--- src/rtl/smma_ram.sv ---
// generic single-write, single-read ram with registered read data
// used for the A, B and C element stores; no dependencies
`default_nettype none

module smma_ram #(
  parameter int WIDTH = 16,
  parameter int DEPTH = 16
) (
  input  wire logic                                   clk,
  input  wire logic                                   we,
  input  wire logic [((DEPTH > 1) ? $clog2(DEPTH) : 1)-1:0] waddr,
  input  wire logic [WIDTH-1:0]                       wdata,
  input  wire logic                                   re,
  input  wire logic [((DEPTH > 1) ? $clog2(DEPTH) : 1)-1:0] raddr,
  output logic      [WIDTH-1:0]                       rdata
);

  logic [WIDTH-1:0] mem [DEPTH];

  always_ff @(posedge clk) begin
    if (we) begin
      mem[waddr] <= wdata;
    end
    if (re) begin
      rdata <= mem[raddr];
    end
  end

endmodule

`default_nettype wire

--- config.mk ---
export PLATFORM = sky130hd
export DESIGN_NAME = smma_ram
export DESIGN_NICKNAME = d
export VERILOG_FILES = /design/src/rtl/smma_ram.sv
export SDC_FILE = /design/constraint.sdc
export NUM_CORES = 1
export LEC_CHECK = 0
export BUFFER_PORTS_ARGS = -buffer_cell sky130_fd_sc_hd__buf_4
export CAP_MARGIN = 30
export CORE_UTILIZATION = 50
export DETAILED_ROUTE_END_ITERATION = 6
export PLACE_DENSITY = 0.78
export SETUP_SLACK_MARGIN = 0.2
export SYNTH_ARGS = -nofsm -noshare
export SYNTH_HDL_FRONTEND = slang
export SYNTH_SLANG_ARGS = --single-unit
--- constraint.sdc ---
create_clock -name clk -period 3 [get_ports clk]
set_input_delay 0.3 -clock clk [delete_from_list [all_inputs] [get_ports clk]]
set_output_delay 0.3 -clock clk [all_outputs]
set_load 0.01 [all_outputs]
==> key figures <==
Synth
  – Sequential area share after synthesis: 80.05%
  – Average cell area after synthesis: 23.62 um^2
  – Yosys warning total: 0
  – Post-synthesis cell type with the largest combined area: sky130_fd_sc_hd__edfxtp_1
  – Fraction of synthesized cell area taken by the top area cell type: 80.05%
  – Synthesized netlist net count: 459
  – EDFF count, synth: 272
  – Synth cell types: 18
  – Main synth FF type: sky130_fd_sc_hd__edfxtp_1
  – Async SR Flop Fraction: 0%
  – Most instantiated library cell after synthesis: sky130_fd_sc_hd__edfxtp_1
  – Post-Syn Instances: 432
  – Post-Syn Area: 10200 um^2
  – FF+latch count, synth: 272
  – Most instantiated cells after synthesis: sky130_fd_sc_hd__edfxtp_1, sky130_fd_sc_hd__mux4_2, sky130_fd_sc_hd__a22oi_1
  – Cell types occupying the most area after synthesis: sky130_fd_sc_hd__edfxtp_1, sky130_fd_sc_hd__mux4_2, sky130_fd_sc_hd__mux4_1

Finish
  – Number of filler cells placed in the layout: 1342
  – Area added between synthesis and finish: 15.28%
  – Antenna diode instance count: 0
  – Fraction of layout cells with a size suffix above 1: 31.93%
  – Net count reported at finish: 531
  – Area occupied by multi-input gates: 1962 um^2
  – Total area of sequential cells: 8168 um^2

Power and ir drop
  – Part of the power in registers: 56.5%
  – Logic gate share of total power: 5.2%
  – Power density over cell area: 648.6 nW/um^2
  – Maximum VDD drop: 0.3953 mV
  – Cell-internal power: 6.094 mW
  – Proportion of power drawn by the clock network: 38.3%
  – Static Leak: 3.804 nW
  – Switching part of the total: 20.12%
  – Reported net switching power: 1.535 mW

Global route
  – Maximum number of pins on one net before global-route repair: 41
  – Sum of overflow across all layers after global routing: 0
  – Initial antenna violation count: 0
  – Global-route wire length before repair: 30680 um
  – Total global-route track usage: 21.29%
  – Vias in the first global route: 4973

Clock network
  – Clock-pin slew reported for the worst setup and hold paths after clock tree synthesis: 60 ps
  – Number of buffers between clock root and the deepest sink: 3
  – Total clock buffers created by CTS: 26
  – Root Driver: sky130_fd_sc_hd__clkbuf_16
  – CTS-repair resized insts: 0
  – Skew-Pair Late Insertion Delay: 530 ps
  – TritonCTS clock tree: built
  – H-tree levels: 1
  – Hold bufs inserted after CTS: 0
  – Post-CTS Setup Repair Bufs: 0
  – Clock sink total: 272

Job
  – Max-cap violation count: 0

Critical path
  – Chain of cells forming the critical path: buf_4 -> buf_12 -> mux4_1 -> a22oi_1 -> nand2_1
  – Reg-to-reg slack, setup: 1510 ps
  – Required time at the worst-slack endpoint: 3270 ps
  – Buf+Inv Stages, Crit Path: 2
  – Slowest cell delay on critical path: 590 ps
  – Nature of the critical path endpoint: flop
  – Highest net fanout along the worst path: 24
  – Endpoint arrival time on the critical path: 1930 ps
  – CP Class: in -> reg
  – Category of the worst setup path launch point: input pin
  – Kind of cell adding the most delay to the critical path: buffers and inverters
  – Slowest stage cell, crit path: sky130_fd_sc_hd__mux4_1

Floorplan
  – Die width: 144.9 um
  – Floorplan die height: 144.9 um
  – Placeable Area: 19720 um^2
  – I/O Pins: 43
  – Total die area: 20980 um^2
  – Row Count: 51
  – Effective utilization at floorplan: 51.75%

Drt
  – DRC violation count after routing: 0
  – 1st-iter DRT viols: 601
  – Number of vias per cell after detailed routing: 6.043
  – Overall via count from detail_route: 4762
  – 1st-pass router iterations: 5
  – Remaining antenna violation count after routing: 0
  – Routed wire length per instance: 26.59 um
  – Routed wire length: 20950 um

STA
  – Max-slew headroom at the worst pin: 54.66%
  – Number of endpoints failing setup at the final stage: 0
  – Number of slew-limit violations in the final report: 0
  – Clock skew after layout: 14.26 ps
  – Min cycle time layout: 1660 ps
  – Crit share post-route: 55.34%
  – Measured slew at the worst slew-check pin: 679.4 ps
  – Setup repair after global routing missed its margin: no
  – Fin Hold WS: 58.97 ps
  – Final hold violation count: 0
  – TNS Setup: 0 ps
  – Maximum clock frequency: 0.6024 GHz

Run status
  – Outcome: finished, final reports clean

Worst hold path
  – Worst hold-check path type: in -> reg

Placed design
  – Hpwl dp: 10800 um
  – Final weighted congestion of routability-driven global placement: 0.7045
  – Port Buffer Count: 42
-- sequential cells by signal, indices dropped and copies added (netlist names) --
signal  flops
mem       256
rdata      16
-- logic make-up after synthesis --
| family | Yosys count | share of synthesized area (%) |
|---|---|---|
| buffers and inverters | 21 | 1.214 |
| multiplexers | 64 | 14.49 |
| AO/OA/AOI/OAI | 32 | 2.354 |
| AND/OR/NAND/NOR | 43 | 1.888 |
| flip-flops | 272 | 80.05 |
-- final cells by class --
| class | count | area share (%) |
|---|---|---|
| clock buffer | 34 | 5.967 |
| clock inverter | 13 | 0.4787 |
| multi-input combinational | 139 | 16.68 |
| sequential | 272 | 69.44 |
| tap | 265 | 2.819 |
| timing repair buffer | 65 | 4.617 |
-- layout by cell type, fill, tap and decap left out, types with 3 or more instances in the layout --
cell type                   count
sky130_fd_sc_hd__nor3_2         4
sky130_fd_sc_hd__nor2_2        12
sky130_fd_sc_hd__mux4_2        54
sky130_fd_sc_hd__mux4_1        10
sky130_fd_sc_hd__nand2_1       17
sky130_fd_sc_hd__a22oi_1       32
sky130_fd_sc_hd__buf_12         3
sky130_fd_sc_hd__edfxtp_1     272
sky130_fd_sc_hd__clkbuf_1       7
sky130_fd_sc_hd__clkinv_2       3
sky130_fd_sc_hd__clkinv_1       9
sky130_fd_sc_hd__clkbuf_16     28
sky130_fd_sc_hd__buf_4         61
-- power by group through the flow --
stage | clock, mW | sequential (mW) | combinational, mW
after floorplan | 0 | 4.39 | 0.208
after CTS | 2.95 | 4.31 | 0.401
after global routing | 3.09 | 4.31 | 0.429
final | 2.92 | 4.31 | 0.400
after detailed placement | 0 | 4.39 | 0.396
after global placement | 0 | 4.38 | 0.382
-- per-layer routing --
metal  global-route usage, %  routed length [um]  share of wire, %
met5                       0                   0                 0
met4                   7.313                 612               2.9
met3                   3.323                1627               7.8
met2                   34.59               10420                50
met1                   29.73                8298                40
-- worst paths after layout --
kind         depth (start not counted)    endpoint  startpoint
max                                  5   rdata[11]    raddr[0]
min                                  1  mem[6][13]   wdata[13]
max reg2reg                          3    rdata[6]   mem[0][6]
min reg2reg                          3    rdata[8]  mem[14][8]
-- through the flow --
step | worst slack [ps] | total power [mW] | utilization, % | std cells | cell area [um^2]
2_1_floorplan | 644.9 | 4.595 | - | 432 | 10200
3_3_place_gp | 858.6 | 4.763 | 55.68 | 740 | 10980
3_5_place_dp | 802.6 | 4.783 | 55.68 | 740 | 10980
4_1_cts | 1292 | 7.657 | 59.53 | 787 | 11740
5_1_grt | 1256 | 7.833 | 59.65 | 788 | 11760
6_report | 1340 | 7.629 | 59.65 | 788 | 11760
Note: power is estimated with default switching activity, not from simulation.
